<file path="config.mk">
export PLATFORM = sky130hd
export DESIGN_NAME = spfp_quant
export DESIGN_NICKNAME = d
export VERILOG_FILES = /design/src/spfp_pkg.sv /design/src/spfp_quant.sv
export SDC_FILE = /design/constraint.sdc
export NUM_CORES = 1
export LEC_CHECK = 0
export CAP_MARGIN = 20
export CORE_ASPECT_RATIO = 0.7
export CORE_MARGIN = 10
export CORE_UTILIZATION = 45
export DETAILED_ROUTE_END_ITERATION = 6
export DONT_BUFFER_PORTS = 1
export PLACE_DENSITY_LB_ADDON = 0.3
export SYNTH_ARGS = -nofsm -noshare
export SYNTH_HDL_FRONTEND = slang
export SYNTH_SLANG_ARGS = --single-unit
</file>
<file path="constraint.sdc">
create_clock -name vclk -period 3.7
set_input_delay 0.185 -clock vclk [all_inputs]
set_output_delay 0.185 -clock vclk [all_outputs]
set_load 0.02 [all_outputs]
</file>
<file path="src/spfp_pkg.sv">
package spfp_pkg;

	// Fixed widths of the channel payloads.
	localparam int SAMPLE_W   = 32;
	localparam int QSAMPLE_W  = 16;
	localparam int BYTE_W     = 8;
	localparam int CFG_IDX_W  = 2;
	localparam int CFG_DATA_W = 32;
	localparam int LEN_CFG_W  = 4;

	// Two channels per sample pair, packed a then b in one buffer row.
	localparam int CHANNELS = 2;
	localparam int ROW_W    = CHANNELS * QSAMPLE_W;

	// Packet framing.
	localparam logic [BYTE_W-1:0] PKT_MARK   = 8'h73;
	localparam logic [15:0]       CHAN_COUNT = 16'(CHANNELS);
	localparam logic [2:0]        HDR_LAST   = 3'd7;

	// Configuration register indexes.
	localparam logic [CFG_IDX_W-1:0] REG_CAPTURE = 2'd0;
	localparam logic [CFG_IDX_W-1:0] REG_STREAM  = 2'd1;
	localparam logic [CFG_IDX_W-1:0] REG_LENGTH  = 2'd2;

	// Sequencer states.
	typedef enum logic [1:0] {
		ST_IDLE,
		ST_QUANT,
		ST_HEAD,
		ST_BODY
	} state_t;

endpackage

</file>
<file path="src/spfp_quant.sv">
module spfp_quant
	import spfp_pkg::*;
#(
	parameter int FRAC_BITS = 8
) (
	input  logic signed [SAMPLE_W-1:0] raw,
	output logic [QSAMPLE_W-1:0]       q
);

	localparam logic [SAMPLE_W:0] HALF     = (33'd1 << FRAC_BITS) >> 1;
	localparam logic [SAMPLE_W:0] HALF_INC = HALF + 33'd1;

	logic            neg;
	logic [SAMPLE_W:0] sum;
	logic [SAMPLE_W:0] mag_q;

	// Magnitude plus one half in a single adder: for a negative value the
	// magnitude is the inverted bits plus one, folded into the constant.
	always_comb begin
		neg   = raw[SAMPLE_W-1];
		sum   = neg ? ({1'b0, ~raw} + HALF_INC) : ({1'b0, raw} + HALF);
		mag_q = sum >> FRAC_BITS;
		if (neg) begin
			if (mag_q >= 33'd32768) begin
				q = 16'h8000;
			end else begin
				q = 16'(-mag_q[QSAMPLE_W-1:0]);
			end
		end else begin
			if (mag_q > 33'd32767) begin
				q = 16'h7fff;
			end else begin
				q = mag_q[QSAMPLE_W-1:0];
			end
		end
	end

endmodule

</file>
# --- Yosys cells after proc, flatten, opt, wreduce, memory -nomap -nowiden ---
# Index checks and enable logic that the tools add are counted.
# Widths: inputs -> output; s select.
word_totals:
  output_inout_bits: 16
  reg_bits: 0
  wordCells: 10
classes:
  muxes: 4
  bitwise: 1
  n_addsub: 3
  order_cmp: 2
ops:
  columns: ["operator", "count"]
  rows:
  - ["$add 32x8->33 const B", 2]
  - ["$mux 16", 3]
  - ["$mux 33", 1]
  - ["$not 32->32", 1]
  - ["$ge 25x16->1 const B", 1]
  - ["$gt 25x15->1 const B", 1]
  - ["$neg 16->16", 1]

# --- Logic depth before layout (Yosys ltp) ---
depth:
  word_depth: 6
  mapped_depth: 14
  ltp_nobuf: 13

# --- Least setup slack after synthesis ---
# No wires, ideal clock.
synth_timing:
  path_kind: "in2out"
  startpoint: "input port raw[18]"
  endpoint: "output port q[13]"
  path_buffers: 1
  cell_stages: 10
  path_slack_ns: 0.386
  arrival_ns: 3.129
  cell_sequence: "clkbuf_1 > or4_1 > or2_1 > o311ai_0 > o211ai_1 > nor4_1 > nand4_1 > o41ai_4 > nand2_2 > a221oi_1"
synth_between:
  elab_chain_len: 6
  elab_cells_between_ends: 10
  classes_between: "add/sub: 3; order compare: 2; mux: 4; bitwise: 1"
synth_rtl:
  columns: ["element", "line_no", "text"]
  rows:
  - ["from (decl)", "spfp_quant.sv:6", "input logic signed [SAMPLE_W-1:0] raw,"]
  - ["$not 32->32", "spfp_quant.sv:21", "sum = neg ? ({1'b0, ~raw} + HALF_INC) : ({1'b0, raw} + HALF);"]
  - ["$add 32x8->33", "spfp_quant.sv:21", null]
  - ["$mux 33 *", "spfp_quant.sv:21", null]
  - ["$gt 25x15->1 (tied with other cells)", "spfp_quant.sv:30", "if (mag_q > 33'd32767) begin"]
  - ["$mux 16 (on tied branches)", "spfp_quant.sv:30, spfp_quant.sv:24", null]
  - ["$mux 16 *", "spfp_quant.sv:23", "if (neg) begin"]
  - ["to (decl)", "spfp_quant.sv:7", "output logic [QSAMPLE_W-1:0] q"]
# Every way passes the cells marked *; elsewhere a longest branch is shown, timed or not.

# --- Worst setup path in the final report ---
layout_timing:
  startpoint: "input port raw[20]"
  endpoint: "output port q[11]"
layout_between:
  elab_chain_len: 6
  elab_cells_between_ends: 9
  classes_between: "add/sub: 2; order compare: 2; mux: 4; bitwise: 1"
layout_rtl:
  columns: ["element", "line_no"]
  rows:
  - ["$not 32->32", "spfp_quant.sv:21"]
  - ["$add 32x8->33", "spfp_quant.sv:21"]
  - ["$mux 33 *", "spfp_quant.sv:21"]
  - ["$gt 25x15->1 / $ge 25x16->1 (equally long branches)", "spfp_quant.sv:30, spfp_quant.sv:24"]
  - ["$mux 16 (on tied branches)", "spfp_quant.sv:30, spfp_quant.sv:24"]
  - ["$mux 16 *", "spfp_quant.sv:23"]
# Marks and branches as above.

==> metrics <==
PwrDens=~100 nW/um2; Die Ht=between 70 and 80 um; fin crit period=roughly 3500 ps; sequential fraction of the synthesis area=0%; setup ws final=179 ps; Antenna diodes=0; Sequential Area=0 um2; switching share of total power=58.4%; GP Congestion=~0.94; hpwl dp=6.03 mm; status=finished clean; share of cells above drive strength 1=17.6%; Die Wd=approximately 100 um; Critical Path RT=3510 ps; Area Overhead vs Synth=10.2%; CP endpoint kind=primary output; hold buffers post-CTS=0; Fmax=roughly 280 MHz; drt pass-1 iters=5; Port Buffers=0; clock share of power=0%; Relative slew margins=about 51%; leakage=0.770 nW; GRT Util Overall=18.5%; hold crit path type=input port to primary output; Ports=48; most area-hungry cell type in the Yosys netlist=nand2_1; Critical Path Fanout Max=8; Vias=2,731; CP Class=input port to primary output; VDD IR-drop max=between 0.03 and 0.04 mV; Final Setup Violations=0; most common cell in the synthesized netlist=nand2_1; initial antenna violation count=0; Placed Area=2270 um2; core footprint=approximately 4400 um2; Final ANT Viol Nets=0; Yosys Warn Count=0; Slew @ Worst Pin=734 ps; Worst setup SP type=input port; Post-Route WL=7.65 mm; Setup TNS Final=0 ps; fin crit share=95.2%; vias in the first global route=2,396; gate count of the mapped netlist=326; Initial Utilization=47.3%; post-place setup slack=287 ps; Max-cap violations=0; combinational share of power=100.0%; largest net degree at the start of global routing=63; Slew Limit Fails=0; post-synth design cell area=2100 um2; Worst EP arrival=3340 ps; share of power burned in registers=0%; full die area=7830 um2; synthesized net count=363; Iter 0 DRT Violations=268; Area contributors post-synth=nand2_1 5.4%, nand3_1 4.3%, a31oi_1 3.6%, nor2_1 3.6%, nor4_1 3.6%; share of the synthesized area in the top cell type=about 5.4%; clock buf count=0; number of sequential cells=0; RSZ-0062 raised after global routing=no; Avg Cell Area, Syn=6.43 um2; top cells by instance count after synthesis=30 x nand2_1, 20 x nor2_1, 19 x clkbuf_1; via-per-instance ratio=7.11; fin util=~52%; nets@finish=between 300 and 400; wire per inst=19.9 um; Final Cell Area=2310 um2; global route overflow=0; DRC=0; Fin. Hold Viols=0; sw power=0.000138 W; Internal=0.0000983 W; cell row count=20; Yosys cell types=69; first-pass GRT wire length=~13 mm
-- area by class of cell --
cell class         count  area (um2)
well taps             55        68.8
multi-input cells    288        1970
repair buffers        30         229
fillers              462        2120
inverters             11        41.3
-- kinds of logic after synthesis --
group | count (synthesis) | share of synthesized area, %
and+or+nand+nor | 161 | 43.9
AOI/OAI and AO/OA | 105 | 38.4
buffers and inverters | 38 | 7.16
xor gates and xnor gates | 12 | 5.01
muxes | 5 | 2.57
adders and majority gates | 5 | 2.99
-- power by group through the flow --
stage | Sequential (W) | Clock (W) | Combinational, W
global route | 0 | 0 | 0.000259
CTS | 0 | 0 | 0.000230
global placement | 0 | 0 | 0.000225
floorplan | 0 | 0 | 0.000187
finish | 0 | 0 | 0.000236
detailed placement | 0 | 0 | 0.000229
-- metrics by stage --
stage,power [W],hold slack (ps),std cells
after global routing,0.000259,546,384
after global placement,0.000225,582,382
after floorplan,0.000187,767,326
final,0.000236,551,384
after CTS,0.000230,580,382
after detailed placement,0.000229,577,382
-- routing by layer --
layer	wire length [um]	track usage, %
met1	3360	27.3
met2	3270	27.0
met3	953	3.76
met4	65	1.71
met5	0	0
-- worst paths after layout --
path,startpoint,end,slack (ps),depth (start not counted)
worst max-delay path,raw[20],q[11],180,10
worst min-delay path,raw[31],q[10],550,1
-- cells in the final DEF (no fill, tap or decap), drive strengths merged, types with 9 or more instances in the layout --
cell,instances
nor3,14
o21ai,12
nor2,20
a31oi,12
inv,11
nand2,31
nor4,12
buf,29
nand3,19
a211oi,9
nand4,9
a21oi,14
-- timing repair --
item,CTS,global route
gates resized for setup,0,5
endpoints found under the setup margin,0,7
buffers inserted,0,1
-- worst max-delay path, cell delays in order --
cell and delay (ps):
or4_1 530, or2_1 240, o311ai_0 340, o211ai_1 240
nor4_1 390, nand4_1 250, or4_4 580, nand3_2 200
o2111ai_1 180, buf_4 190
(Power assumes the default switching activity.)
