<file path="src/spfp_ram.sv">
module spfp_ram #(
	parameter int WIDTH = 32,
	parameter int DEPTH = 12,
	localparam int AW = (DEPTH > 1) ? $clog2(DEPTH) : 1
) (
	input  logic             clk,
	input  logic             we,
	input  logic [AW-1:0]    waddr,
	input  logic [WIDTH-1:0] wdata,
	input  logic             re,
	input  logic [AW-1:0]    raddr,
	output logic [WIDTH-1:0] rdata
);

	logic [WIDTH-1:0] mem [DEPTH];
	logic [WIDTH-1:0] rdata_q;

	// One write port, one registered read port.
	always_ff @(posedge clk) begin
		if (we) begin
			mem[waddr] <= wdata;
		end
		if (re) begin
			rdata_q <= mem[raddr];
		end
	end

	assign rdata = rdata_q;

endmodule

</file>
<file path="config.mk">
export PLATFORM = sky130hd
export DESIGN_NAME = spfp_ram
export DESIGN_NICKNAME = d
export VERILOG_FILES = /design/src/spfp_ram.sv
export SDC_FILE = /design/constraint.sdc
export NUM_CORES = 1
export LEC_CHECK = 0
export BUFFER_PORTS_ARGS = -buffer_cell sky130_fd_sc_hd__buf_2
export CORE_MARGIN = 2
export CORE_UTILIZATION = 55
export CTS_CLUSTER_SIZE = 12
export DETAILED_ROUTE_END_ITERATION = 6
export GPL_ROUTABILITY_DRIVEN = 0
export GPL_TIMING_DRIVEN = 0
export PLACE_DENSITY = 0.75
export SYNTH_ARGS = -nofsm -noshare
export SYNTH_HDL_FRONTEND = slang
export SYNTH_SLANG_ARGS = --single-unit
</file>
<file path="constraint.sdc">
create_clock -name clk -period 3.4 [get_ports clk]
set_input_delay 0.34 -clock clk [delete_from_list [all_inputs] [get_ports clk]]
set_output_delay 0.34 -clock clk [all_outputs]
set_load 0.05 [all_outputs]
</file>
Word-level counts from Yosys, hierarchy flattened
Memory sizes are Yosys's and may differ from the RTL's. A register that Yosys moved wholly into a read port is not among the register bits. Cells that the tools add are included.

Word-level logic and storage cells: 3. Memory bits (read-only): 0. Memories kept: 1. Bits in writable memories: 384. Input port bits: 43. Latch bits: 0. Register bits: 0.

Memory list: mem (words 12, width 32, rd ports 1, clocked after memory_dff 1, write ports 1, line 15) `logic [WIDTH-1:0] mem [DEPTH];`.

$lt $le $gt $ge: 0. Add/sub/neg operators: 0. Div/mod/pow operators: 0. $mul: 0. Shift operators: 0. Eq/ne operators: 0. Reduce and logical (&&, ||, !) cells: 0. Bitwise logic cells: 0. Mux-type cells: 2.

Operator list (count): $mux 1 (2).

Longest topological paths before layout
Gate-level depths: netlist (run 1).

Depth in word-level cells: 2. Mapped depth: 6.

Worst setup path after synthesis (run 1)
No wires, ideal clock.

Kind: input -> register. Start point: in waddr[3]. End point: mem mem[0][0], enable pin. Path slack: -0.120 ns. Stages: 2. Data arrival time: 3.058 ns. Cell sequence: or3b_2 nor3_1.

RTL lines: start: declaration (line 8) `input logic [AW-1:0] waddr,`; end: declaration (line 15).

Straight into the memory's write port.

==> impl_metrics.env, run 1 <==
export IMPL_tritoncts="done"
export IMPL_multiInputGateArea_um2=2850
export IMPL_dpl_hpwl_mm=19.0
export IMPL_grt_antenna_before_repair=1
export IMPL_holdBufCountCts=0
export IMPL_crit_slowest_cell="clkbuf_1"
export IMPL_ant_nets=0
export IMPL_combPwrFrac_pct=6.1
export IMPL_vias=7383
export IMPL_synth_compound_area_share_pct=3.65
export IMPL_peakVddDrop_v=0.000317
export IMPL_crit_fanout=10
export IMPL_setup_viol=0
export IMPL_fmax_mhz=520
export IMPL_pin_count=75
export IMPL_core_um2=27800
export IMPL_hold_violations=0
export IMPL_grt_max_degree=33
export IMPL_cts_buffer_depth=3
export IMPL_ys_top_cells_by_area="edfxtp_1 81%, mux4_2 9.3%, mux2i_1 4.1%"
export IMPL_total_power_uw=10400
export IMPL_n_fill_cell=1776
export IMPL_area_growth_pct=15.4
export IMPL_final_max_slew_violation_count=0
export IMPL_layout_drive_gt1_share_pct=28.9
export IMPL_vias_per_cell=6.21
export IMPL_synth_mux_area_share_pct=13.4
export IMPL_numPortBuffers=72
export IMPL_final_setup_worst_slack_ps=1480
export IMPL_clk_pin_slew_ps=60
export IMPL_power_density_nw_per_um2=584
export IMPL_synth_seq_cells=416
export IMPL_post_drt_wl_per_cell_um=27.3
export IMPL_endpoint_kind="flop"
export IMPL_yosysTopAreaCell="edfxtp_1"
export IMPL_synth_edff_count=416
export IMPL_hold_class="in2reg"
export IMPL_post_cts_buffers=0
export IMPL_synth_xor_xnor_area_share_pct=0
export IMPL_num_rows=61
export IMPL_ys_types=19
export IMPL_synth_top_area_share_pct=80.6
export IMPL_arrival_ps=2140
export IMPL_crit_type="in2reg"
export IMPL_tightest_slew_ps=1010
export IMPL_grt_pass1_vias=7720
export IMPL_post_place_ws_ps=949
export IMPL_rsz0062_at_grt="false"
export IMPL_die_area_um2=29500
export IMPL_cts_sinks=416
export IMPL_cts_root_buf="clkbuf_16"
export IMPL_finalCritPeriodShare_pct=56.5
export IMPL_synthCells=664
export IMPL_synthesis_area_um2=15500
export IMPL_synth_ff_type="edfxtp_1"
export IMPL_ff_latch_area_um2=12500
export IMPL_yosys_area_share_simple_pct=0.703
export IMPL_synth_nets=707
export IMPL_synth_most_common_cell="edfxtp_1"
export IMPL_cp_start_kind="input pin"
export IMPL_intPower_uw=8260
export IMPL_nets=840
export IMPL_synth_async_reset_ratio_pct=0
export IMPL_cts_resized=0
export IMPL_cap_violations=0
export IMPL_synthAdderAreaFrac_pct=0
export IMPL_syn_area_per_cell_um2=23.3
export IMPL_synth_top_family_by_area="multiplexers"
export IMPL_h_tree_depth=2
export IMPL_cp_cell_sequence="buf_2, clkbuf_1, mux4_2, a22oi_1, o221ai_1"
export IMPL_routed_wl_mm=32.5
export IMPL_drt_pass1_iter_count=5
export IMPL_grt_overflow_total=0
export IMPL_reg2reg_slack_ps=1740
export IMPL_p_seq_share_pct=55.7
export IMPL_cts_buffers=41
export IMPL_p_switching_uw=2180
export IMPL_p_sw_share_pct=20.9
export IMPL_die_y_um=172
export IMPL_clk_latency_ps=540
export IMPL_ys_seq_area_share_pct=80.6
export IMPL_status="finished clean"
export IMPL_leakagePower_uw=0.00583
export IMPL_grt_usage_pct=22.9
export IMPL_die_x_um=172
export IMPL_critPathMaxStageDelay_ps=590
export IMPL_clkPwrFrac_pct=38.2
export IMPL_drc_errors=0
export IMPL_drt_initial_drc_count=800
export IMPL_skew_ps=14.1
export IMPL_required_ps=3610
export IMPL_floorplan_initialDensity_pct=55.8
export IMPL_period_needed_ps=1920
export IMPL_grt_pass1_wl_mm=47.9
export IMPL_ys_top_cells_by_count="416 x edfxtp_1, 64 x mux2i_1, 64 x mux4_2, 28 x a22oi_1, 28 x o221ai_1"
export IMPL_relSlewSlack_pct=33.0
export IMPL_ys_warn_count=0
logic make-up (layout without fill, tap and decap cells):
kind of cell | Yosys count | after routing
AO/OA/AOI/OAI | 64 | 64
other | 0 | 1
flip-flops | 416 | 416
buffers and inverters | 34 | 180
multiplexers | 128 | 128
AND/OR/NAND/NOR | 22 | 22
layer usage:
| metal | part of all wire, % | vias up | GRT usage, % |
|---|---|---|---|
| met3 | 7.5 | 66 | 3.98 |
| met4 | 2.8 | 0 | 8.37 |
| li1 | - | 3107 | - |
| met5 | 0 | - | 0 |
| met1 | 40 | 3855 | 32.2 |
| met2 | 50 | 355 | 36.9 |
path summary, 6_finish.rpt:
kind,cells past startpoint,start,to
setup / recovery,5,raddr[2],rdata[4]
hold / removal,1,wdata[30],mem[8][30]
hold reg to reg,2,mem[8][16],rdata[16]
setup reg to reg,3,mem[2][4],rdata[4]
cell usage in the layout (no fill, tap or decap), drive strengths merged:
| cell | instances |
|---|---|
| clkinv | 4 |
| a22oi | 32 |
| buf | 107 |
| clkbuf | 68 |
| nand3b | 2 |
| diode | 1 |
| nor2b | 1 |
| o221ai | 32 |
| edfxtp | 416 |
| nor3 | 3 |
| inv | 1 |
| nor2 | 10 |
| or3b | 1 |
| nand2b | 3 |
| mux4 | 64 |
| nand2 | 2 |
| mux2i | 64 |
power groups by stage:
| stage | registers [µW] | logic (µW) | clock network [µW] |
|---|---|---|---|
| 2_1_floorplan | 6030 | 284 | 0 |
| 3_3_place_gp | 5920 | 598 | 0 |
| 3_5_place_dp | 5920 | 641 | 0 |
| 4_1_cts | 5820 | 647 | 4030 |
| 5_1_grt | 5820 | 681 | 4210 |
| 6_report | 5820 | 641 | 3990 |
state kept, by name, summed over array words and instances, names as in the netlist:
| register | cells |
|---|---|
| mem | 384 |
| rdata | 32 |
area by class of cell:
cell class / count / area share [%]
sequential: 416 / 69.9
multi-input combinational: 214 / 15.9
clock buffer: 51 / 6.19
timing repair buffer: 90 / 3.84
tap: 378 / 2.65
buffer: 34 / 1.37
clock inverter: 5 / 0.133
antenna: 1 / 0.0140
critical path: cells and delay by family:
family | cells | cell delay (ps)
AOI/OAI and AO/OA | 2 | 480
buffers and inverters | 2 | 870
muxes | 1 | 430
through the flow:
| step | utilization, % | std cells | cell area [µm²] | setup TNS (ps) | hold slack (ps) |
|---|---|---|---|---|---|
| 5_1_grt | 64.3 | 1188 | 17900 | 0 | 133 |
| 3_5_place_dp | 60.3 | 1132 | 16700 | 0 | 625 |
| 4_1_cts | 64.3 | 1188 | 17900 | 0 | 114 |
| 3_3_place_gp | 58.8 | 1114 | 16300 | -318340 | 619 |
| 2_1_floorplan | - | 664 | 15500 | 0 | 439 |
| 6_report | 64.3 | 1189 | 17900 | 0 | 128 |
(Power assumes the default switching activity.)
==> inputs of run 2 (changes only) <==
- clock period: 3.4 -> 1.65 ns (I/O delays scaled with it)
==> impl_metrics.env, run 2 (synthesis results as in run 1) <==
export IMPL_status="finished clean"
export IMPL_regMostFlops="mem"
export IMPL_setup_viol=0
export IMPL_core_um2=27800
export IMPL_postLayoutCoreUtil_pct=65.5
export IMPL_floorplan_initialDensity_pct=55.8
export IMPL_whs_path_depth=2
export IMPL_grt_pass1_wl_mm=48.1
export IMPL_crit_slowest_cell="mux4_2"
export IMPL_critPathMaxStageDelay_ps=480
export IMPL_cts_sinks=416
export IMPL_place_inst=1123
export IMPL_ant_nets=0
export IMPL_area_growth_pct=17.5
export IMPL_tightest_slew_ps=1340
export IMPL_relSlewSlack_pct=10.4
export IMPL_r2r_start="mem[7][3]"
export IMPL_routed_wl_mm=32.6
export IMPL_pin_count=75
export IMPL_drt_pass1_iter_count=5
export IMPL_nets=864
export IMPL_num_rows=61
export IMPL_ff_latch_area_um2=12500
export IMPL_hold_path_end="mem[0][2]"
export IMPL_worstRegToRegCells=3
export IMPL_drc_errors=0
export IMPL_hold_start="waddr[1]"
export IMPL_post_drt_wl_per_cell_um=26.7
export IMPL_reg2reg_slack_ps=30
export IMPL_stdcell_count=1220
export IMPL_required_ps=1850
export IMPL_cts_root_buf="clkbuf_16"
export IMPL_power_density_nw_per_um2=1200
export IMPL_leakagePower_uw=0.00598
export IMPL_grt_usage_pct=22.9
export IMPL_numPortBuffers=72
export IMPL_n_fill_cell=1784
export IMPL_cts_buffer_depth=3
export IMPL_peakVddDrop_v=0.000754
export IMPL_hold_class="in2reg"
export IMPL_drt_initial_drc_count=966
export IMPL_grt_antenna_before_repair=0
export IMPL_clk_pin_slew_ps=60
export IMPL_die_y_um=172
export IMPL_totalNegativeSetupSlack_ps=0
export IMPL_rsz0062_at_grt="true"
export IMPL_skew_ps=7.26
export IMPL_dpl_hpwl_mm=18.8
export IMPL_layout_commonest_cell="edfxtp_1"
export IMPL_cts_buffers=42
export IMPL_final_max_slew_violation_count=0
export IMPL_grt_max_degree=33
export IMPL_crit_fanout=1
export IMPL_multiInputGateArea_um2=2870
export IMPL_arrival_ps=1820
export IMPL_n_antenna_cell=0
export IMPL_cap_violations=0
export IMPL_vias=7431
export IMPL_grt_overflow_total=0
export IMPL_h_tree_depth=2
export IMPL_finalCritPeriodShare_pct=98.4
export IMPL_cp_cell_sequence="mux4_2, a22oi_1, o221ai_1"
export IMPL_r2r_end="rdata[3]"
export IMPL_crit_type="reg2reg"
export IMPL_period_needed_ps=1620
export IMPL_largest_reg_flops=384
export IMPL_endpoint_kind="flop"
export IMPL_layout_drive_gt1_share_pct=27.9
export IMPL_vias_per_cell=6.09
export IMPL_grt_pass1_vias=7912
export IMPL_cp_start_kind="flop"
export IMPL_die_area_um2=29500
export IMPL_clk_latency_ps=530
export IMPL_hold_violations=0
export IMPL_fmax_mhz=616
export IMPL_tritoncts="done"
export IMPL_die_x_um=172
export IMPL_final_cell_mix="416 x edfxtp_1, 72 x buf_2, 64 x mux2i_1, 64 x mux4_2, 45 x clkbuf_16"
-- run 2: changes by cell type in the layout (fill, tap and decap cells not counted), moves of 2 or more --
cell | previous run | this run
nor3_2 | 2 | 0
buf_16 | 3 | 7
clkbuf_16 | 43 | 45
clkbuf_2 | 0 | 6
dlygate4sd3_1 | 0 | 32
clkinv_2 | 0 | 2
buf_12 | 10 | 3
nor3_4 | 1 | 3
buf_2 | 74 | 72
buf_6 | 17 | 13
-- run 2: metrics by stage --
step                      hold slack [ps]  power, µW  area, µm²  worst slack (ps)
after floorplan                       264      13000      15600              -205
after global placement                465      13400      16400             -1170
after detailed placement              480      13500      16700              -566
after CTS                             130      21900      18200              6.05
after global routing                  143      22400      18200             -47.6
final                                 142      21900      18200              27.0
-- run 2: layer usage --
layer	vias to the layer above	global-route usage (%)	routed length, µm
met4	0	8.04	944
met3	72	3.77	2440
met2	364	39.2	16700
met1	3835	30.3	12500
met5	-	0	0
li1	3160	-	-
-- run 2: report_power, final --
group          switching (µW)  internal [µW]
registers                65.9          11900
logic                     880            500
clock network            3570           4910
total                    4520          17300
-- run 2: how the worst max path moves through the flow --
stage | from | endpoint | slack, ps | depth (start not counted)
3_5_place_dp | raddr[2] | rdata[20] | -570 | 5
5_1_grt | waddr[2] | mem[9][20] | -50 | 3
2_1_floorplan | waddr[3] | mem[1][0] | -200 | 2
3_3_place_gp | waddr[3] | mem[1][15] | -1170 | 3
4_1_cts | raddr[2] | rdata[25] | 6 | 5
6_report | mem[7][3] | rdata[3] | 30 | 3
-- run 2: area by class of cell --
| cell class | count | area share (%) |
|---|---|---|
| buffer | 34 | 1.39 |
| clock inverter | 6 | 0.137 |
| timing repair buffer | 113 | 5.06 |
| sequential | 416 | 68.6 |
| clock buffer | 59 | 6.47 |
| tap | 378 | 2.60 |
| multi-input combinational | 214 | 15.7 |
-- run 2: timing repair --
| item | in CTS | in global routing |
|---|---|---|
| buffers inserted | 0 | 0 |
| hold buffers | 32 | 0 |
| resized for setup | 4 | 8 |
| pin swaps | 1 | 1 |
| endpoints found under the setup margin | 35 | 186 |
| endpoints found under the hold margin | 384 | 0 |
-- run 2: worst max-delay path: cells and delay by family (launching register included) --
family | cells | cell delay (ps)
flip-flops | 1 | 370
multiplexers | 1 | 480
AO/OA/AOI/OAI | 2 | 450
